$ cat config.mk
export PLATFORM = sky130hd
export DESIGN_NAME = hslp_queue
export DESIGN_NICKNAME = d
export VERILOG_FILES = /design/src/hdl/hslp_pkg.sv /design/src/hdl/hslp_queue.sv
export SDC_FILE = /design/constraint.sdc
export NUM_CORES = 1
export LEC_CHECK = 0
export BUFFER_PORTS_ARGS = -buffer_cell sky130_fd_sc_hd__clkbuf_2
export CORE_MARGIN = 4
export CORE_UTILIZATION = 50
export CTS_BUF_LIST = sky130_fd_sc_hd__clkbuf_8
export CTS_CLUSTER_SIZE = 30
export DETAILED_ROUTE_END_ITERATION = 10
export PLACE_DENSITY_LB_ADDON = 0.3
export SYNTH_ARGS = -nofsm -noshare
export SYNTH_HDL_FRONTEND = slang
export SYNTH_SLANG_ARGS = --single-unit
$ cat constraint.sdc
create_clock -name clk_i -period 3.22 [get_ports clk_i]
set_input_delay 0.161 -clock clk_i [delete_from_list [all_inputs] [get_ports clk_i]]
set_output_delay 0.161 -clock clk_i [all_outputs]
set_load 0.02 [all_outputs]
$ cat src/hdl/hslp_pkg.sv
`timescale 1ns / 1ps
package hslp_pkg;

  localparam int FRAC_BITS_DEF  = 16;
  localparam int COORD_BITS_DEF = 12;
  localparam int SIZE_BITS      = 13;
  localparam int SAT_BITS       = 16;
  localparam int CFG_IDX_BITS   = 2;

  localparam logic [SIZE_BITS-1:0] WIDTH_RST  = 13'd256;
  localparam logic [SIZE_BITS-1:0] HEIGHT_RST = 13'd256;
  localparam logic [SAT_BITS-1:0]  SAT_RST    = 16'd64881;

  localparam logic [CFG_IDX_BITS-1:0] REG_WIDTH  = 2'd0;
  localparam logic [CFG_IDX_BITS-1:0] REG_HEIGHT = 2'd1;
  localparam logic [CFG_IDX_BITS-1:0] REG_SAT    = 2'd2;

  // clamped coordinate pair, both below their divisor
  typedef struct packed {
    logic [SIZE_BITS-1:0] x;
    logic [SIZE_BITS-1:0] y;
  } hslp_coord_t;

  // a size of zero behaves as one
  function automatic logic [SIZE_BITS-1:0] size_fix(input logic [SIZE_BITS-1:0] s);
    size_fix = (s == '0) ? SIZE_BITS'(1) : s;
  endfunction

endpackage

$ cat src/hdl/hslp_queue.sv
`timescale 1ns / 1ps
module hslp_queue (
  input  logic                  clk_i,
  input  logic                  rst_ni,
  input  logic                  push_i,
  input  hslp_pkg::hslp_coord_t push_data_i,
  output logic                  full_o,
  input  logic                  pop_i,
  output logic                  empty_o,
  output hslp_pkg::hslp_coord_t pop_data_o
);
  import hslp_pkg::*;

  hslp_coord_t mem_q [2];
  logic        wr_q, wr_d, rd_q, rd_d;
  logic [1:0]  cnt_q, cnt_d;

  assign full_o     = (cnt_q == 2'd2);
  assign empty_o    = (cnt_q == 2'd0);
  assign pop_data_o = mem_q[rd_q];

  always_comb begin
    wr_d  = push_i ? !wr_q : wr_q;
    rd_d  = pop_i ? !rd_q : rd_q;
    cnt_d = cnt_q + 2'(push_i) - 2'(pop_i);
  end

  always_ff @(posedge clk_i or negedge rst_ni) begin
    if (!rst_ni) begin
      wr_q  <= 1'b0;
      rd_q  <= 1'b0;
      cnt_q <= 2'd0;
    end else begin
      wr_q  <= wr_d;
      rd_q  <= rd_d;
      cnt_q <= cnt_d;
    end
  end

  always_ff @(posedge clk_i) begin
    if (push_i) mem_q[wr_q] <= push_data_i;
  end

  a_no_overflow: assert property (@(posedge clk_i) disable iff (!rst_ni)
    !(push_i && full_o)) else $error("push into full queue");
  a_no_underflow: assert property (@(posedge clk_i) disable iff (!rst_ni)
    !(pop_i && empty_o)) else $error("pop from empty queue");
  a_cnt_range: assert property (@(posedge clk_i) disable iff (!rst_ni)
    cnt_q != 2'd3) else $error("queue count out of range");

endmodule

## Word level (Yosys, flattened, before mapping)

Memories as Yosys holds them, arrays and structs flattened.
Index checks and enable logic that the tools add are counted.

| storage, ports and cells | value |
|---|---|
| output and inout bits | 28 |
| register bits after elaboration | 4 |
| memory bits (writable) | 52 |
| logic and storage cells | 12 |
| memories | 1 |

Memories:

| name | words | width | read ports | clocked after memory_dff | write ports | line | text |
|---|---|---|---|---|---|---|---|
| mem_q | 2 | 26 | 1 | 0 | 1 | hslp_queue.sv:14 | `hslp_coord_t mem_q [2];` |

| operators by class | value |
|---|---|
| mux-type cells | 2 |
| $add $sub $neg | 2 |
| eq/ne operators | 1 |
| reductions and logical operators | 3 |

Operators with widths:

| kind | count |
|---|---|
| $add 2x1->2 | 1 |
| $eq 2x2->1 const B | 1 |
| $logic_not 1->1 | 2 |
| $logic_not 2->1 | 1 |
| $mux 1 | 2 |
| $sub 2x1->2 | 1 |

## Longest topological paths before layout

Gate-level depths: netlist of run 1.

| logic depth | value |
|---|---|
| depth in word-level cells | 2 |
| gate-level depth with buffers | 5 |
| depth with buffers taken out | 5 |

## Worst setup path after synthesis of run 1

No wires, ideal clock.

| timing | value |
|---|---|
| path type | register to register |
| start | register wr_q |
| end | memory mem_q[0][0] in the netlist's numbering, enable pin |
| slack | 1.230 ns |
| buffers on the path | 0 |
| stages on the path, launching flop included | 2 |
| data arrival time | 1.578 ns |
| setup time | 0.412 ns |
| required time | 2.808 ns |
| cell sequence | dfrtp_1 nor2b_1 |

RTL lines:

| element | line | text |
|---|---|---|
| start, declared | hslp_queue.sv:15 | `logic wr_q, wr_d, rd_q, rd_d;` |
| start signal, assigned | hslp_queue.sv:34 | `wr_q <= wr_d;` |
| end, declared | hslp_queue.sv:14 |  |

No word-level cell before the write port.

==> results of run 1 <==
==> kinds of logic after synthesis <==
kind of cell	count (synthesis)	synth area share, %
adder cells (fa/ha/maj)	2	1.15
flip-flops	56	76.5
XOR/XNOR	3	1.90
AND/OR/NAND/NOR	4	1.04
buffers and inverters	5	2.71
multiplexers	26	16.8
==> stage by stage <==
| stage | instances | cell area [um2] |
|---|---|---|
| 2_1_floorplan | 96 | 2170 |
| 3_3_place_gp | 203 | 2490 |
| 3_5_place_dp | 203 | 2490 |
| 4_1_cts | 212 | 2590 |
| 5_1_grt | 212 | 2590 |
| 6_report | 212 | 2590 |
==> layout by cell type (no fill, tap or decap) <==
cell type      synthesis  layout
clkinv_1               0       1
nor2_1                 1       1
nor2b_1                2       1
ha_1                   2       2
dfrtp_1                4       4
and2_1                 1       1
inv_1                  2       3
nor2b_2                0       1
clkbuf_2               0      57
xor2_1                 2       2
buf_4                  0       3
xor3_1                 1       1
mux2_4                19      19
dlygate4sd3_1          0       1
clkbuf_8               0       6
edfxtp_1              52      52
mux2_2                 7       7
==> power breakdown <==
group	switching, mW	internal (mW)
clock network	0.195	0.169
logic	0.433	0.378
registers	0.0824	0.970
total	0.710	1.52
==> how the worst max path moves through the flow <==
stage	startpoint	end	slack [ns]	depth (start not counted)
after floorplan	wr_q	mem_q[0][0]	1.23	1
after global placement	rd_q	pop_data_o[20]	1.46	3
after detailed placement	rd_q	pop_data_o[20]	1.41	3
after CTS	rd_q	pop_data_o[20]	1.08	3
after global routing	rd_q	pop_data_o[20]	1.02	3
final	rd_q	pop_data_o[20]	1.12	3
==> flip-flops by register name, indices dropped and copies added, names as in the netlist <==
name and cells:
cnt_q 2, mem_q 52, wr_q 1, rd_q 1
==> synthesized netlist by cell type (all sizes together) <==
cell and instances:
edfxtp 52, mux2 26, dfrtp 4, buf 3, ha 2, inv 2
nor2b 2, xor2 2, and2 1, nor2 1, xor3 1
==> per-layer routing <==
| layer | GRT usage (%) | routed length, um | vias to the layer above | share of wire [%] |
|---|---|---|---|---|
| li1 | - | - | 495 | - |
| met1 | 13.6 | 1230 | 513 | 37 |
| met2 | 23.2 | 1780 | 34 | 54 |
| met3 | 4.46 | 226 | 4 | 6.9 |
| met4 | 4.83 | 40 | 0 | 1.2 |
| met5 | 0 | 0 | - | 0 |
==> final cells by class <==
| cell class | count | area share (%) |
|---|---|---|
| Clock inverter | 2 | 0.289 |
| Tap cell | 50 | 2.41 |
| Multi-Input combinational cell | 35 | 17.6 |
| Inverter | 2 | 0.289 |
| Clock buffer | 6 | 3.18 |
| Timing Repair Buffer | 61 | 12.2 |
| Sequential cell | 56 | 64.0 |
==> worst max-delay path, stage by stage, from the launching register on <==
cell and delay, ns:
dfrtp_1 0.76, buf_4 0.40, mux2_4 0.33, clkbuf_2 0.16
==> flow_summary.json, run 1 <==
{
  "status": "finished, final reports clean",
  "first_pass_iters": 4,
  "wl_mm": 3.27,
  "critPathArrivalTime_ns": 1.94,
  "setup_violations": 0,
  "hold_slack_ns": 0.0500,
  "grt_overflow": 0,
  "cts-root-buf": "clkbuf_8",
  "design.die.area_mm2": 0.00547,
  "ys_types": 13,
  "worstMarginPinSlew_ns": 0.652,
  "grt_pass1_vias": 1118,
  "antenna_found_initial": 0,
  "hold_viol": 0,
  "drive_above_1_share_pct": 57.4,
  "diodes": 0,
  "place_hpwl_mm": 2.43,
  "cts_resized": 0,
  "min_path_cells": 1,
  "syn_nets": 128,
  "wl_per_cell_um": 15.4,
  "core-area_mm2": 0.00412,
  "syn_area_mm2": 0.00217,
  "setup_slack_ns": 1.12,
  "p_leak_nw": 1.08,
  "grt_pass1_wl_mm": 5.13,
  "antenna_left": 0,
  "die_w_um": 73.9,
  "clockBufferDepth": 2,
  "viasPerCell": 4.93,
  "maxCapViolCount": 0,
  "pre_cts_slack_ns": 1.41,
  "yosys-top-cells-area": "edfxtp_1, mux2_4, dfrtp_1",
  "start_util_pct": 52.8,
  "rrSetupSlack_ns": 1.60,
  "clkTransAtPathRegs_ns": 0.09,
  "fillers": 299,
  "cp.required_ns": 3.06,
  "timing.final.crit_share_pct": 65.3,
  "r2r-start": "wr_q",
  "p_per_area_mw_per_mm2": 858,
  "crit_fanout": 14,
  "rsz0062_at_grt": "false",
  "vias": 1046,
  "cts_buffers": 5,
  "ir_drop_uv": 512,
  "min_from": "push_data_i[22]",
  "syn_inst": 96,
  "tns_ns": 0,
  "io_pins": 58,
  "whs_endpoint": "mem_q[1][22]",
  "finClkSkew_ns": 0.00652,
  "seqCellArea_mm2": 0.00166,
  "synth_area_leader_cell": "edfxtp_1",
  "dr.first_iter.drc_count": 56,
  "gp_congestion": 0.709,
  "numPortBuffers": 57,
  "maxSlewHeadroom_pct": 56.3,
  "die_y_um": 73.9,
  "hp-class": "in -> reg",
  "syn_to_final_growth_pct": 19.4,
  "multi_input_area_um2": 455,
  "crit_type": "reg -> out",
  "end_kind": "primary output",
  "fmax_mhz": 476,
  "grt_util_all_layers_pct": 12.8,
  "rr_endpoint": "mem_q[0][23]",
  "avgSynthCellArea_um2": 22.6,
  "nets": 193,
  "cts_tree": "done",
  "cts_setup_buffers": 0,
  "final_util_pct": 63.1,
  "ctsHoldBuffers": 1,
  "clkSinkCount": 56,
  "synth_top_area_share_pct": 71.8,
  "ys_warn_count": 0,
  "ys_ff_latch": 56,
  "clkLatencyLatePin_ns": 0.29,
  "min_period_ns": 2.10,
  "rows": 23,
  "r2r_cells": 2,
  "drc": 0,
  "seq_area_frac_synth_pct": 76.5,
  "htree_levels": 2,
  "slew_violations": 0,
  "start_kind": "flop",
  "grt_max_degree": 17,
  "totalPowerFinal_mw": 2.23
}
No activity file was read; power rests on OpenSTA's default activity.
==> run 2: changes to the inputs <==
Clock period 3.22 ns to 2.1 ns, I/O delays scaled along.
==> flow_summary.json, run 2 (synthesized netlist as in run 1, its figures left out) <==
{
  "status": "finished, final reports clean",
  "grt_util_all_layers_pct": 15.2,
  "cts_setup_buffers": 0,
  "cp.required_ns": 2.00,
  "worstMarginPinSlew_ns": 0.268,
  "final_cells": 242,
  "critPathArrivalTime_ns": 1.42,
  "antenna_found_initial": 0,
  "drc": 0,
  "placed_area_mm2": 0.00252,
  "final_common_cell": "clkbuf_2",
  "max_stage_delay_ns": 0.37,
  "die_w_um": 73.9,
  "gp_congestion": 0.697,
  "start_kind": "flop",
  "clkTransAtPathRegs_ns": 0.08,
  "design_area_mm2": 0.00288,
  "p_per_area_mw_per_mm2": 1210,
  "vias": 1167,
  "grt_pass1_vias": 1305,
  "first_pass_iters": 4,
  "antenna_left": 0,
  "cts_tree": "done",
  "reg.largest.list": "mem_q: 52 flops, cnt_q: 2 flops",
  "min_period_ns": 1.52,
  "largest_reg_flops": 52,
  "cp_cell_sequence": "buf_4, mux2_2, clkbuf_2",
  "nets": 223,
  "cp_slowest_cell": "mux2_2",
  "finClkSkew_ns": 0.00973,
  "end_kind": "primary output",
  "die_y_um": 73.9,
  "setup_slack_ns": 0.578,
  "slew_violations": 0,
  "io_pins": 58,
  "diodes": 0,
  "fmax_mhz": 657,
  "rsz0062_at_grt": "false",
  "hold_viol": 0,
  "crit_type": "reg -> out",
  "ir_drop_uv": 785,
  "grt_max_degree": 17,
  "dp.cells": 206,
  "clockBufferDepth": 2,
  "design.die.area_mm2": 0.00547,
  "wl_per_cell_um": 15.8,
  "wl_mm": 3.83,
  "setup_violations": 0,
  "cts_buffers": 5,
  "dr.first_iter.drc_count": 64,
  "tns_ns": 0,
  "drive_above_1_share_pct": 50.0,
  "syn_to_final_growth_pct": 32.5,
  "clkLatencyLatePin_ns": 0.30,
  "rows": 23,
  "totalPowerFinal_mw": 3.47,
  "final_util_pct": 70.0,
  "clkSinkCount": 56,
  "pre_cts_slack_ns": 0.694,
  "maxCapViolCount": 0,
  "final_cell_mix": "clkbuf_2, edfxtp_1, dlygate4sd3_1",
  "crit_fanout": 13,
  "place_hpwl_mm": 2.59,
  "worst-path-buf-inv": 2,
  "hold_slack_ns": 0.0535,
  "path_delay_family": "buffers and inverters",
  "cts_resized": 0,
  "viasPerCell": 4.82,
  "top_register": "mem_q",
  "grt_overflow": 0,
  "hp-class": "in -> reg",
  "maxSlewHeadroom_pct": 82.1,
  "htree_levels": 2,
  "numPortBuffers": 57,
  "core-area_mm2": 0.00412,
  "grt_pass1_wl_mm": 5.96,
  "cts-root-buf": "clkbuf_8",
  "p_leak_nw": 1.21,
  "timing.final.crit_share_pct": 72.5,
  "start_util_pct": 52.8
}
run 2: changes by cell type in the layout (fill, tap and decap cells not counted), sizes merged:
cell / delta
buf: +3
dlygate4sd3: +27
inv: +1
clkbuf: -1
run 2: final cells by class:
class,count,area [um2]
fill,273,1240
multi-input combinational,35,455
timing repair buffer,91,611
clock inverter,3,12.5
sequential,56,1660
tap,50,62.6
clock buffer,5,68.8
inverter,2,7.51
run 2: repair_timing:
action / CTS / global route
hold buffers: 27 / 1
endpoints found under the setup margin: 0 / 0
hold endpoints to repair: 54 / 2
run 2: report_power, final:
| group | total (mW) | internal, mW | switching, mW |
|---|---|---|---|
| registers | 1.57 | 1.49 | 0.0772 |
| clock network | 0.527 | 0.225 | 0.302 |
| logic | 1.38 | 0.637 | 0.742 |
| total | 3.47 | 2.35 | 1.12 |
run 2: per-layer routing:
| metal | GRT usage [%] | part of all wire (%) | routed length, um | vias up |
|---|---|---|---|---|
| li1 | - | - | - | 554 |
| met5 | 0 | 0 | 0 | - |
| met1 | 15.4 | 36 | 1380 | 569 |
| met3 | 4.46 | 4.2 | 162 | 7 |
| met2 | 28.6 | 58 | 2220 | 37 |
| met4 | 6.24 | 1.7 | 66 | 0 |
run 2: worst paths after layout:
path | start | to | slack, ns | cells past startpoint
worst min-delay path | push_i | wr_q | 0.05 | 2
worst max-delay path | rd_q | pop_data_o[2] | 0.58 | 3
worst min register to register | wr_q | wr_q | 0.53 | 1
worst max register to register | cnt_q[0] | cnt_q[1] | 0.70 | 5
max in group asynchronous | rst_ni | wr_q | 1.82 | 2
min in group asynchronous | rst_ni | cnt_q[1] | 0.15 | 2
