**src/hdl/hslp_pkg.sv**
```systemverilog
`timescale 1ns / 1ps
package hslp_pkg;

  localparam int FRAC_BITS_DEF  = 16;
  localparam int COORD_BITS_DEF = 12;
  localparam int SIZE_BITS      = 13;
  localparam int SAT_BITS       = 16;
  localparam int CFG_IDX_BITS   = 2;

  localparam logic [SIZE_BITS-1:0] WIDTH_RST  = 13'd256;
  localparam logic [SIZE_BITS-1:0] HEIGHT_RST = 13'd256;
  localparam logic [SAT_BITS-1:0]  SAT_RST    = 16'd64881;

  localparam logic [CFG_IDX_BITS-1:0] REG_WIDTH  = 2'd0;
  localparam logic [CFG_IDX_BITS-1:0] REG_HEIGHT = 2'd1;
  localparam logic [CFG_IDX_BITS-1:0] REG_SAT    = 2'd2;

  // clamped coordinate pair, both below their divisor
  typedef struct packed {
    logic [SIZE_BITS-1:0] x;
    logic [SIZE_BITS-1:0] y;
  } hslp_coord_t;

  // a size of zero behaves as one
  function automatic logic [SIZE_BITS-1:0] size_fix(input logic [SIZE_BITS-1:0] s);
    size_fix = (s == '0) ? SIZE_BITS'(1) : s;
  endfunction

endpackage

```
**src/hdl/hslp_front.sv**
```systemverilog
`timescale 1ns / 1ps
module hslp_front #(
  parameter int COORD_BITS = hslp_pkg::COORD_BITS_DEF
) (
  input  logic                           clk_i,
  input  logic                           rst_ni,
  input  logic                           start,
  output logic                           busy,
  input  logic [COORD_BITS-1:0]          pixel_x_i,
  input  logic [COORD_BITS-1:0]          pixel_y_i,
  input  logic [hslp_pkg::SIZE_BITS-1:0] width_i,
  input  logic [hslp_pkg::SIZE_BITS-1:0] height_i,
  input  logic                           q_full_i,
  output logic                           push_o,
  output hslp_pkg::hslp_coord_t          push_data_o
);
  import hslp_pkg::*;

  localparam int MW = (COORD_BITS > SIZE_BITS) ? COORD_BITS : SIZE_BITS;

  logic        valid_q, valid_d;
  hslp_coord_t data_q, data_d;
  logic        ready;
  logic [MW-1:0] xe, ye, we, he;

  assign ready  = !valid_q || !q_full_i;
  assign busy   = !ready;
  assign push_o = valid_q && !q_full_i;
  assign push_data_o = data_q;

  always_comb begin
    we = MW'(size_fix(width_i));
    he = MW'(size_fix(height_i));
    xe = MW'(pixel_x_i);
    ye = MW'(pixel_y_i);
    data_d = data_q;
    valid_d = valid_q;
    if (push_o) valid_d = 1'b0;
    if (start && ready) begin
      valid_d = 1'b1;
      data_d.x = (xe >= we) ? SIZE_BITS'(we - MW'(1)) : SIZE_BITS'(xe);
      data_d.y = (ye >= he) ? SIZE_BITS'(he - MW'(1)) : SIZE_BITS'(ye);
    end
  end

  always_ff @(posedge clk_i or negedge rst_ni) begin
    if (!rst_ni) begin
      valid_q <= 1'b0;
    end else begin
      valid_q <= valid_d;
    end
  end

  always_ff @(posedge clk_i) begin
    data_q <= data_d;
  end

endmodule

```
**config.mk**
```make
export PLATFORM = sky130hd
export DESIGN_NAME = hslp_front
export DESIGN_NICKNAME = d
export VERILOG_FILES = /design/src/hdl/hslp_pkg.sv /design/src/hdl/hslp_front.sv
export SDC_FILE = /design/constraint.sdc
export NUM_CORES = 1
export LEC_CHECK = 0
export BUFFER_PORTS_ARGS = -buffer_cell sky130_fd_sc_hd__buf_2
export CORE_ASPECT_RATIO = 0.6
export CORE_MARGIN = 5
export CORE_UTILIZATION = 53
export CTS_CLUSTER_DIAMETER = 50
export CTS_CLUSTER_SIZE = 14
export DETAILED_ROUTE_END_ITERATION = 6
export PLACE_DENSITY = 0.92
export SLEW_MARGIN = 15
export SYNTH_ARGS = -nofsm -noshare
export SYNTH_HDL_FRONTEND = slang
export SYNTH_SLANG_ARGS = --single-unit
```
**constraint.sdc**
```tcl
create_clock -name clk_i -period 3.55 [get_ports clk_i]
set_clock_uncertainty 0.1 [all_clocks]
set_input_delay 0.1775 -clock clk_i [delete_from_list [all_inputs] [get_ports clk_i]]
set_output_delay 0.1775 -clock clk_i [all_outputs]
set_load 0.02 [all_outputs]
```
# ---- Word level (Yosys, flattened, before mapping)
# Index checks and enable logic that the tools add are counted.
# W data, S select, Z words.
dict set report word_totals {
  register_bits 27
  input_bits 54
  output_inout_bits 28
  elab_cells 24
}
dict set report op_classes {
  magnitude_cmp 2
  mux 6
  n_addsub 2
  reduce_logical 9
}
# operator n
set op_table {}
lappend op_table {{$ge A12 B13 Y1} 2}
lappend op_table {{$logic_not A13 Y1} 2}
lappend op_table {{$mux W13} 2}
lappend op_table {{$sub A13 B1 Y13 const B} 2}
lappend op_table {{$mux W12} 2}
lappend op_table {{$logic_not A1 Y1} 3}
lappend op_table {{$logic_and A1 B1 Y1} 2}
lappend op_table {{$mux W1} 2}
lappend op_table {{$reduce_bool A2 Y1} 1}
lappend op_table {{$logic_or A1 B1 Y1} 1}

# ---- Longest topological paths before layout
# Gate-level depths: netlist (run 1).
dict set report logic_depth {
  depth_word 4
  mapped_depth 11
  ltp_nobuf 10
}

# ---- Worst setup path after synthesis (run 1)
# OpenSTA, ideal clock, no wires.
dict set report synth_path {
  kind {input to register}
  start {input port height_i[8] (netlist name)}
  end {register data_q, in the netlist push_data_o[10], data pin}
  required_ps 3188
  arrival_time_ps 2662
  setup_ps 262
  cell_stages 11
  n_path_buf 1
  slack_ps 526
  cell_sequence {or4_1 > nor3_1 > a41oi_1 > inv_1 > ha_1 > nand2b_1 > a31oi_1 > o21ai_0 > a311oi_4 > buf_6 > mux2_1}
}
dict set report synth_between {
  elab_chain_len 4
  elab_cells_between_ends 5
  classes_between {add/sub: 1; order compare: 1; mux: 2; reduce/logical: 1}
}
# element line
set synth_lines {}
lappend synth_lines {{from (decl)} hslp_front.sv:12} ;# input logic [hslp_pkg::SIZE_BITS-1:0] height_i,
lappend synth_lines {{$logic_not A13 Y1} hslp_pkg.sv:26} ;# size_fix = (s == '0) ? SIZE_BITS'(1) : s;
lappend synth_lines {{$mux W13 (*)} hslp_pkg.sv:26}
lappend synth_lines {{$sub A13 B1 Y13 or $ge A12 B13 Y1 (tied branches)} hslp_front.sv:42} ;# data_d.y = (ye >= he) ? SIZE_BITS'(he - MW'(1)) : SIZE_BITS'(ye);
lappend synth_lines {{$mux W12 (*)} hslp_front.sv:42}
lappend synth_lines {{to (signal assigned)} hslp_front.sv:55} ;# data_q <= data_d;
lappend synth_lines {{to (decl)} hslp_front.sv:22} ;# hslp_coord_t data_q, data_d;
# Every way passes the cells marked *; elsewhere a longest branch is shown, timed or not.
# A chain may end at the register's enable or synchronous reset.

# ---- Worst setup path after layout (run 1)
dict set report layout_path {
  start {input port height_i[8] (netlist name)}
  end {register data_q, in the netlist push_data_o[3], data pin}
}
# The elaborated chain is that of the path after synthesis.

==> results.env, run 1 <==
STATUS='complete, no violations'
POST_CTS_BUFFERS=0
WORST-ENDPOINT-REQUIRED_NS=3.47
FINALSETUPTNS_NS=0
POST-ROUTE-DRC-COUNT=0
CRITICAL_PATH_CLASS='in2reg'
PORT_BUFFERS=81
SETUP_CRIT_START_KIND='primary input'
AREA_OF_THE_DIE_UM2=5640
DIE_Y_UM=60.2
PLACED_CELLS=355
POSTSYNTHCELLCOUNT=212
COUNT_OF_CLOCK_TREE_SINKS=27
DR_TOTAL_VIAS=1882
X_DIMENSION_OF_THE_DIE_UM=93.6
TOTAL_POWER_mW=0.802
SLEW_HEADROOM=0.570
SYNTH_FLOP_CELL='sky130_fd_sc_hd__edfxtp_1'
MAPPED_NETS=292
NUMBER_OF_WARNING_MESSAGES_IN_THE_YOSYS_LOG=0
GRT_SETUP_UNREPAIRED='no'
POWER.INTERNAL_mW=0.566
WORST_SETUP_HOLD_PATH_CLK_SLEW_NS=0.08
ANT_NETS=0
COMBINED_AREA_OF_THE_MULTI_INPUT_LOGIC_CELLS_UM2=1300
ROUTABILITYCONGESTION=0.952
FIN_HOLD_VIOLS=0
FIRSTDRTPASSITERS=4
NUMBER_OF_CLOCK_BUFFERS_INSERTED_BY_TRITONCTS=3
SYNTH-EDFF-COUNT=26
DETAILEDROUTE.FIRSTITERATIONVIOLATIONS=80
ROUTE.DETAILED.VIAS_PER_INST=5.23
PIN_COUNT_OF_THE_BIGGEST_NET_ENTERING_GLOBAL_ROUTING=27
POST_ROUTE_FRACTION_OF_THE_PERIOD_CONSUMED_BY_THE_CRITICAL_PATH=0.905
WORST_HOLD_SLACK_NS=0.0109
GRT_RESOURCE_USAGE_TOTAL=0.199
H-TREE-DEPTH=1
POWER_FRAC_COMB=0.310
ANTENNA_FOUND_INITIAL=0
PLACE.DETAILED.HPWL_UM=4570
CORE_AREA_UM2=4080
FILLER_CELL_COUNT=339
SYNTHESIS.AREA_PER_INSTANCE_UM2=10.5
TIMING_WORST_SLEW_PIN_VALUE_NS=0.645
CTS_ROOT_BUFFER='sky130_fd_sc_hd__clkbuf_8'
VDD_DROP_MAX_mV=0.178
GRT_FIRST_PASS_WIRELENGTH_UM=8710
FIRST_GLOBAL_VIAS=1851
FINISH.NET_COUNT=381
ANTENNADIODECOUNT=0
SYNTHESIS.AREA_UM2=2220
CLOCK_TREE_FROM_TRITONCTS='built'
POSTCTSRESIZEDCELLS=0
FMAX_MHz=311
GRT_BUSIEST_LAYER='met2'
FINAL_CELL_MIX='sky130_fd_sc_hd__buf_2, sky130_fd_sc_hd__inv_1, sky130_fd_sc_hd__ha_1, sky130_fd_sc_hd__edfxtp_1'
GRT_USE_MET1=0.266
POWER.DENSITY_nW_PER_UM2=289
GROUTE.LAYER.MET3.USAGE=0.0428
P_LEAK_nW=1.27
DRIVE_GT1_FRAC=0.363
CTS.PATH.MAX_BUFFERS=2
DRT_WL_TOTAL_UM=5440
GRT_UTIL_MET2=0.338
INSTANCES_NO_FILL=360
INITIAL_CORE_UTIL=0.546
MAXCAPVIOLCOUNT=0
YS_SEQ_ELEMENTS=27
CP.ARRIVAL_NS=3.14
POST-ROUTE-MIN-PERIOD_NS=3.21
INSERTION_DELAY_NS=0.27
TOP_LEVEL_PORTS=82
CRITPATHMAXFANOUT=7
STORAGE_CELL_AREA_UM2=806
FINAL-MAX-SLEW-VIOLATION-COUNT=0
ROWS=18
SETUP_VIOL=0
AREAGROWTHSYNTHTOFINISH_PCT=24.8
ASYNC_RESET_FF_FRAC=0.0370
FINAL_COMMON_CELL='sky130_fd_sc_hd__buf_2'
HP-CLASS='in2reg'
GRT_OVERFLOW_TOTAL=0
POST_DRT_WL_PER_CELL_UM=15.1
CRITPATHCAPTURETYPE='register'
CTS-HOLD-FIX-BUFFERS=1
TOTAL_SWITCHING_POWER_mW=0.236
POWER.SWITCHING_FRACTION=0.294
SEQUENTIALPOWERSHARE=0.479
SYNTH_CELL_TYPE_COUNT=40
CLOCK_POWER_SHARE=0.211
YS_SEQ_AREA_FRAC=0.362
sequential cells by signal (all words and copies together) (netlist names):
name         count
push_data_o     26
valid_q          1
worst max-delay path: stages:
cell                       delay [ns]
sky130_fd_sc_hd__buf_2           0.11
sky130_fd_sc_hd__or4_1           0.61
sky130_fd_sc_hd__nor3_1          0.28
sky130_fd_sc_hd__a41oi_1         0.21
sky130_fd_sc_hd__inv_1           0.11
sky130_fd_sc_hd__ha_1            0.22
sky130_fd_sc_hd__nand2b_1        0.14
sky130_fd_sc_hd__a31oi_1         0.16
sky130_fd_sc_hd__o21ai_0         0.17
sky130_fd_sc_hd__a311oi_4        0.34
sky130_fd_sc_hd__buf_4           0.22
sky130_fd_sc_hd__mux2_2          0.36
final timing paths:
check / from / endpoint / slack, ns / depth (start not counted)
max: height_i[8] / push_data_o[3]$_DFFE_PP_ / 0.34 / 12
min: start / valid_q$_DFFE_PN0P_ / 0.01 / 2
max reg2reg: valid_q$_DFFE_PN0P_ / push_data_o[16]$_DFFE_PP_ / 2.15 / 3
min reg2reg: valid_q$_DFFE_PN0P_ / valid_q$_DFFE_PN0P_ / 0.56 / 2
max in group asynchronous: rst_ni / valid_q$_DFFE_PN0P_ / 3.15 / 2
min in group asynchronous: rst_ni / valid_q$_DFFE_PN0P_ / 0.11 / 2
power groups by stage:
stage	combinational (mW)	clock, mW	sequential [mW]
6_report	0.249	0.169	0.384
3_5_place_dp	0.247	0	0.391
3_3_place_gp	0.239	0	0.390
5_1_grt	0.275	0.196	0.386
2_1_floorplan	0.121	0	0.420
4_1_cts	0.249	0.178	0.385
cell usage after synthesis (2+ instances only):
cell	instances	area, um2
sky130_fd_sc_hd__ha_1	26	325
sky130_fd_sc_hd__o21ai_0	13	65.1
sky130_fd_sc_hd__mux2i_1	7	70.1
sky130_fd_sc_hd__inv_1	28	105
sky130_fd_sc_hd__mux2_1	7	78.8
sky130_fd_sc_hd__nand4_1	2	12.5
sky130_fd_sc_hd__mux2_2	13	146
sky130_fd_sc_hd__and2_1	3	18.8
sky130_fd_sc_hd__nand2_1	8	30.0
sky130_fd_sc_hd__nor2_1	6	22.5
sky130_fd_sc_hd__nor3_1	5	25.0
sky130_fd_sc_hd__nand3_1	7	35.0
sky130_fd_sc_hd__edfxtp_1	26	781
sky130_fd_sc_hd__nor2b_1	5	31.3
sky130_fd_sc_hd__or4_4	2	22.5
sky130_fd_sc_hd__a211oi_1	2	15.0
sky130_fd_sc_hd__a21o_1	3	22.5
sky130_fd_sc_hd__xnor2_1	11	96.3
sky130_fd_sc_hd__nand2b_1	2	12.5
sky130_fd_sc_hd__or4_1	3	22.5
sky130_fd_sc_hd__a21oi_1	8	40.0
sky130_fd_sc_hd__nor3b_1	2	15.0
sky130_fd_sc_hd__nor4_1	3	18.8
sky130_fd_sc_hd__a41oi_1	2	17.5
sky130_fd_sc_hd__xor2_1	3	26.3
final cells by class:
cell class                 count  share of cell area
multi-input combinational    155               0.468
sequential                    27               0.290
timing repair buffer          86               0.160
inverter                      28              0.0379
tap                           60              0.0270
clock buffer                   4              0.0162
per-layer routing:
layer	vias up	wire length, um	part of all wire
li1	953	-	-
met1	864	2560	0.47
met2	60	2520	0.46
met3	5	321	0.059
met4	0	38	0.0070
met5	-	0	0
per-stage QoR:
| stage | cell area, um2 | setup slack (ns) | utilization |
|---|---|---|---|
| floorplan | 2220 | 0.526 | - |
| global placement | 2720 | 0.183 | 0.668 |
| detailed placement | 2720 | 0.100 | 0.668 |
| CTS | 2780 | 0.390 | 0.681 |
| finish | 2780 | 0.337 | 0.681 |
| global route | 2780 | 0.197 | 0.681 |
logic make-up after synthesis:
group / after synthesis / synth area share
compound gates: 34 / 0.103
xor+xnor: 14 / 0.0551
fa+ha+maj: 26 / 0.146
buf+inv: 30 / 0.0546
flops: 27 / 0.362
mux: 27 / 0.133
simple gates: 54 / 0.146
Note: power is estimated with default switching activity, not from simulation.
==> inputs of run 2 (changes only) <==
--- a/config.mk
+++ b/config.mk
@@ -8,11 +8,11 @@
 export BUFFER_PORTS_ARGS = -buffer_cell sky130_fd_sc_hd__buf_2
 export CORE_ASPECT_RATIO = 0.6
 export CORE_MARGIN = 5
-export CORE_UTILIZATION = 53
+export CORE_UTILIZATION = 45
 export CTS_CLUSTER_DIAMETER = 50
 export CTS_CLUSTER_SIZE = 14
 export DETAILED_ROUTE_END_ITERATION = 6
-export PLACE_DENSITY = 0.92
+export PLACE_DENSITY = 0.81
 export SLEW_MARGIN = 15
 export SYNTH_ARGS = -nofsm -noshare
 export SYNTH_HDL_FRONTEND = slang
==> run 2 against run 1 <==
Against the previous run: critical path depth unchanged; cell area grew 1.2%; hold slack gained 0.071 ns; setup slack got worse by 0.012 ns; clock-buffer cell count did not move; clock power rose by 6%; routed wire length increased by 0.44%; register-to-register slack worse by 0.05 ns; sequential power is essentially flat; flip-flop and latch count did not move; global-route usage decreased by 2.9 points; largest power group unchanged.
==> results.env, run 2 (same netlist as run 1, synthesis figures left out) <==
VDD_DROP_MAX_mV=0.187
GRT_OVERFLOW_TOTAL=0
GRT_RESOURCE_USAGE_TOTAL=0.169
POSTCTSRESIZEDCELLS=0
MAXCAPVIOLCOUNT=0
CTS.PATH.MAX_BUFFERS=2
GRT_FIRST_PASS_WIRELENGTH_UM=8820
INITIAL_CORE_UTIL=0.475
ROUTABILITYCONGESTION=0.932
WORST-ENDPOINT-REQUIRED_NS=3.47
FINAL_CELL_MIX='sky130_fd_sc_hd__buf_2, sky130_fd_sc_hd__inv_1, sky130_fd_sc_hd__ha_1, sky130_fd_sc_hd__edfxtp_1'
POST_ROUTE_FRACTION_OF_THE_PERIOD_CONSUMED_BY_THE_CRITICAL_PATH=0.908
P_LEAK_nW=1.29
POST_CTS_BUFFERS=0
SETUP_VIOL=0
FINAL_CORE_UTIL=0.600
NUMBER_OF_CLOCK_BUFFERS_INSERTED_BY_TRITONCTS=3
FIRSTDRTPASSITERS=4
ROUTE.DETAILED.VIAS_PER_INST=5.19
PORT_BUFFERS=81
ROWS=19
ANTENNADIODECOUNT=0
X_DIMENSION_OF_THE_DIE_UM=101
ANT_NETS=0
INSERTION_DELAY_NS=0.28
STORAGE_CELL_AREA_UM2=806
H-TREE-DEPTH=1
AREAGROWTHSYNTHTOFINISH_PCT=26.3
FINAL-MAX-SLEW-VIOLATION-COUNT=0
POWER.INTERNAL_mW=0.571
PLACE.DETAILED.HPWL_UM=4570
TOP_LEVEL_PORTS=82
REG2REG_SETUP_SLACK_NS=2.10
COUNT_OF_CLOCK_TREE_SINKS=27
TOTAL_SWITCHING_POWER_mW=0.245
DETAILEDROUTE.FIRSTITERATIONVIOLATIONS=102
AREA_OF_THE_DIE_UM2=6500
POST_DRT_WL_PER_CELL_UM=15.0
FIN_HOLD_VIOLS=0
COMBINED_AREA_OF_THE_MULTI_INPUT_LOGIC_CELLS_UM2=1300
ANTENNA_FOUND_INITIAL=0
CTS_ROOT_BUFFER='sky130_fd_sc_hd__clkbuf_8'
R2R_START='valid_q$_DFFE_PN0P_'
DIE_Y_UM=64.5
DR_TOTAL_VIAS=1893
CLOCK_POWER_SHARE=0.219
FIRST_GLOBAL_VIAS=1885
FILLER_CELL_COUNT=428
PIN_COUNT_OF_THE_BIGGEST_NET_ENTERING_GLOBAL_ROUTING=27
R2R_CELLS=3
SETUP_CRIT_START_KIND='primary input'
CRITICAL_PATH.REG2REG.ENDPOINT='push_data_o[10]$_DFFE_PP_'
CRITPATHCAPTURETYPE='register'
FINAL_COMMON_CELL='sky130_fd_sc_hd__buf_2'
POST-ROUTE-DRC-COUNT=0
HP-CLASS='in2async'
FINALSETUPTNS_NS=0
GRT_SETUP_UNREPAIRED='no'
POWER.DENSITY_nW_PER_UM2=290
DRIVE_GT1_FRAC=0.364
FMAX_MHz=310
TIMING_WORST_SLEW_PIN_VALUE_NS=0.617
CORE_AREA_UM2=4680
POWER.SWITCHING_FRACTION=0.300
POST-ROUTE-MIN-PERIOD_NS=3.22
CLOCK_TREE_FROM_TRITONCTS='built'
SLEW_HEADROOM=0.585
LARGEST_REG_FLOPS=26
STATUS='complete, no violations'
POWER_FRAC_COMB=0.310
SEQUENTIALPOWERSHARE=0.471
FINISH.NET_COUNT=383
DRT_WL_TOTAL_UM=5460
CRITPATHMAXFANOUT=13
CRITICAL_PATH_CLASS='in2reg'
WORST_SETUP_HOLD_PATH_CLK_SLEW_NS=0.10
CP.ARRIVAL_NS=3.14
run 2: what timing repair did:
item / 4_1_cts / 5_1_grt
setup endpoints to repair: 0 / 0
hold endpoints to repair: 2 / 0
hold buffers: 2 / 0
run 2: critical path: stages:
cell                       delay [ns]
sky130_fd_sc_hd__buf_2           0.13
sky130_fd_sc_hd__or4_1           0.56
sky130_fd_sc_hd__nor3_1          0.33
sky130_fd_sc_hd__a41oi_1         0.21
sky130_fd_sc_hd__inv_1           0.13
sky130_fd_sc_hd__ha_1            0.23
sky130_fd_sc_hd__nand2b_1        0.13
sky130_fd_sc_hd__a31oi_1         0.16
sky130_fd_sc_hd__o21ai_0         0.18
sky130_fd_sc_hd__a311oi_4        0.37
sky130_fd_sc_hd__buf_12          0.19
sky130_fd_sc_hd__mux2_1          0.34
run 2: final cells by class:
cell class              instances  area share
multi-input cells             155       0.463
flip-flops and latches         27       0.287
repair buffers                 88       0.169
inverters                      28      0.0374
well taps                      63      0.0280
clock buffers                   4      0.0160
run 2: how the worst max path moves through the flow:
stage           startpoint                   endpoint  slack, ns  cells after the start
2_1_floorplan  height_i[8]  push_data_o[10]$_DFFE_PP_       0.53                     11
3_3_place_gp   height_i[8]   push_data_o[2]$_DFFE_PP_       0.21                     12
3_5_place_dp   height_i[4]   push_data_o[9]$_DFFE_PP_        0.1                     12
4_1_cts        height_i[4]   push_data_o[9]$_DFFE_PP_       0.36                     12
5_1_grt        height_i[4]   push_data_o[9]$_DFFE_PP_       0.17                     12
6_report       height_i[4]   push_data_o[9]$_DFFE_PP_       0.33                     12
run 2: metal layers:
layer  share of wire  vias to the layer above  track usage
met4          0.0081                        0       0.0286
met3           0.060                        4       0.0407
met2            0.45                       52        0.262
li1                -                      957            -
met5               0                        -            0
met1            0.48                      880        0.244
run 2: power by group through the flow:
stage               combinational, mW  sequential, mW  clock, mW
floorplan                       0.121           0.420          0
global placement                0.245           0.391          0
detailed placement              0.251           0.392          0
CTS                             0.254           0.385      0.184
global route                    0.281           0.387      0.196
finish                          0.253           0.384      0.179
run 2: per-stage QoR:
step | power [mW] | cell area (um2) | std cells | hold WS [ns] | setup slack [ns]
6_report | 0.816 | 2810 | 365 | 0.0817 | 0.325
5_1_grt | 0.864 | 2810 | 365 | 0.0763 | 0.170
4_1_cts | 0.823 | 2810 | 365 | 0.0729 | 0.362
3_5_place_dp | 0.643 | 2750 | 359 | -0.146 | 0.0967
3_3_place_gp | 0.636 | 2750 | 359 | -0.148 | 0.211
2_1_floorplan | 0.540 | 2220 | 212 | -0.218 | 0.526
==> inputs of run 3 (changes only) <==
--- a/config.mk
+++ b/config.mk
@@ -12,7 +12,7 @@
 export CTS_CLUSTER_DIAMETER = 50
 export CTS_CLUSTER_SIZE = 14
 export DETAILED_ROUTE_END_ITERATION = 6
-export PLACE_DENSITY = 0.81
+export PLACE_DENSITY = 0.74
 export SLEW_MARGIN = 15
 export SYNTH_ARGS = -nofsm -noshare
 export SYNTH_HDL_FRONTEND = slang
==> run 3 against run 2 <==
Against the previous run: fmax increased by 2.8%; first-iteration DRC count is 30% higher; die area stayed put; flip-flop and latch count unchanged; cell area up 0.53%; sequential power about the same; hold slack improved by 0.026 ns; critical path depth is the same; setup slack improved by 0.088 ns.
==> results.env, run 3 (same netlist as run 1, synthesis figures left out) <==
STATUS='complete, no violations'
SLEW_HEADROOM=0.595
FILLER_CELL_COUNT=419
CP.ARRIVAL_NS=3.05
PIN_COUNT_OF_THE_BIGGEST_NET_ENTERING_GLOBAL_ROUTING=27
DRT_WL_TOTAL_UM=5620
DETAILEDROUTE.FIRSTITERATIONVIOLATIONS=133
TOTAL_POWER_mW=0.813
HP-CLASS='in2async'
FIN_HOLD_VIOLS=0
ROUTABILITYCONGESTION=0.856
ANTENNA_FOUND_INITIAL=0
CTS.PATH.MAX_BUFFERS=2
P_LEAK_nW=1.30
REG2REG_SETUP_SLACK_NS=2.10
LARGEST_REG_FLOPS=26
R2R_CELLS=3
POST_DRT_WL_PER_CELL_UM=15.3
GRT_RESOURCE_USAGE_TOTAL=0.170
ROUTE.DETAILED.VIAS_PER_INST=5.15
VDD_DROP_MAX_mV=0.152
DIE_Y_UM=64.5
POWER.DENSITY_nW_PER_UM2=288
FIRST_GLOBAL_VIAS=1813
TIMING_WORST_SLEW_PIN_VALUE_NS=0.601
CTS_ROOT_BUFFER='sky130_fd_sc_hd__clkbuf_8'
DR_TOTAL_VIAS=1890
SETUP_VIOL=0
WORST_SETUP_HOLD_PATH_CLK_SLEW_NS=0.10
FINISH.NET_COUNT=385
GRT_SETUP_UNREPAIRED='no'
CP_SLOWEST_CELL='sky130_fd_sc_hd__or4_1'
CPLARGESTDELAYFAMILY='simple AND/OR/NAND/NOR gates'
X_DIMENSION_OF_THE_DIE_UM=101
INSERTION_DELAY_NS=0.27
TOP_LEVEL_PORTS=82
POST-ROUTE-MIN-PERIOD_NS=3.14
FINAL-MAX-SLEW-VIOLATION-COUNT=0
DRIVE_GT1_FRAC=0.368
POST_CTS_BUFFERS=0
WORST-ENDPOINT-REQUIRED_NS=3.47
ANTENNADIODECOUNT=0
INITIAL_CORE_UTIL=0.475
NUMBER_OF_CLOCK_BUFFERS_INSERTED_BY_TRITONCTS=3
FIRSTDRTPASSITERS=4
COUNT_OF_CLOCK_TREE_SINKS=27
FINAL_CELL_MIX='sky130_fd_sc_hd__buf_2, sky130_fd_sc_hd__inv_1, sky130_fd_sc_hd__ha_1, sky130_fd_sc_hd__edfxtp_1'
FINAL_COMMON_CELL='sky130_fd_sc_hd__buf_2'
R2R_START='valid_q$_DFFE_PN0P_'
GRT_OVERFLOW_TOTAL=0
MAXCAPVIOLCOUNT=0
CRITPATHMAXFANOUT=7
TIMING.CRITICAL_PATH.SLOWEST_CELL_DELAY_NS=0.58
CLOCK_TREE_FROM_TRITONCTS='built'
CRITPATHCAPTURETYPE='register'
PORT_BUFFERS=81
PLACE.DETAILED.HPWL_UM=4680
CRITICAL_PATH_CLASS='in2reg'
FINALSETUPTNS_NS=0
H-TREE-DEPTH=1
ROWS=19
AREA_OF_THE_DIE_UM2=6500
SETUP_CRIT_START_KIND='primary input'
TIMING.CRITICAL_PATH.CELLS='buf_2, or4_1, nor3_1, a41oi_1, inv_1, ha_1, nand2b_1, a31oi_1, o21ai_0, a311oi_4, buf_4, mux2_1'
ANT_NETS=0
AREAGROWTHSYNTHTOFINISH_PCT=27.0
PATH_BUF_INV=3
POST_ROUTE_FRACTION_OF_THE_PERIOD_CONSUMED_BY_THE_CRITICAL_PATH=0.884
CRITICAL_PATH.REG2REG.ENDPOINT='push_data_o[10]$_DFFE_PP_'
CORE_AREA_UM2=4680
FMAX_MHz=319
POST-ROUTE-DRC-COUNT=0
GRT_FIRST_PASS_WIRELENGTH_UM=8900
-- run 3: cell types whose count changed in the layout (fill, tap and decap cells not counted), sizes merged --
cell / before / now
buf: 86 / 88
-- run 3: through the flow --
step / area (um2) / setup slack (ns) / std cells / utilization / hold slack (ns)
after floorplan: 2220 / 0.526 / 212 / - / -0.218
after global placement: 2760 / 0.247 / 361 / 0.589 / -0.148
after detailed placement: 2760 / 0.126 / 361 / 0.589 / -0.144
after CTS: 2830 / 0.405 / 367 / 0.603 / 0.0817
after global routing: 2830 / 0.192 / 367 / 0.603 / 0.0916
final: 2830 / 0.414 / 367 / 0.603 / 0.107
-- run 3: worst reg2reg max path, delay by kind of cell, from the launching register on --
family	cells	cell delay [ns]
flip-flops	1	0.39
AND/OR/NAND/NOR	2	0.27
buffers and inverters	1	0.34
-- run 3: final cells by class --
class                   count  area (um2)  area share
repair buffers             90         490       0.174
multi-input cells         155        1300       0.460
inverters                  28         105      0.0372
flip-flops and latches     27         806       0.285
clock buffers               4        45.0      0.0159
well taps                  63        78.8      0.0279
-- run 3: worst max path at each step --
| stage | start | end | slack (ns) | cells past startpoint |
|---|---|---|---|---|
| after floorplan | height_i[8] | push_data_o[10]$_DFFE_PP_ | 0.53 | 11 |
| after global placement | height_i[4] | push_data_o[10]$_DFFE_PP_ | 0.25 | 12 |
| after detailed placement | height_i[4] | push_data_o[8]$_DFFE_PP_ | 0.13 | 12 |
| after CTS | height_i[4] | push_data_o[10]$_DFFE_PP_ | 0.40 | 12 |
| after global routing | height_i[4] | push_data_o[10]$_DFFE_PP_ | 0.19 | 12 |
| final | height_i[4] | push_data_o[10]$_DFFE_PP_ | 0.41 | 12 |
-- run 3: metal layers --
metal	wire, um	GRT usage	vias to the layer above	share of wire
met5	0	0	-	0
met2	2270	0.243	57	0.40
met4	31	0.0252	0	0.0055
li1	-	-	964	-
met1	2900	0.263	865	0.52
met3	421	0.0397	4	0.075
-- run 3: timing repair --
item	4_1_cts	5_1_grt
resized for setup	0	0
hold endpoints to repair	2	0
setup endpoints to repair	0	0
hold buffers	2	0
-- run 3: power by group --
part	switching (mW)	internal (mW)
logic	0.142	0.112
clock network	0.0940	0.0804
registers	0.00543	0.379
total	0.241	0.572
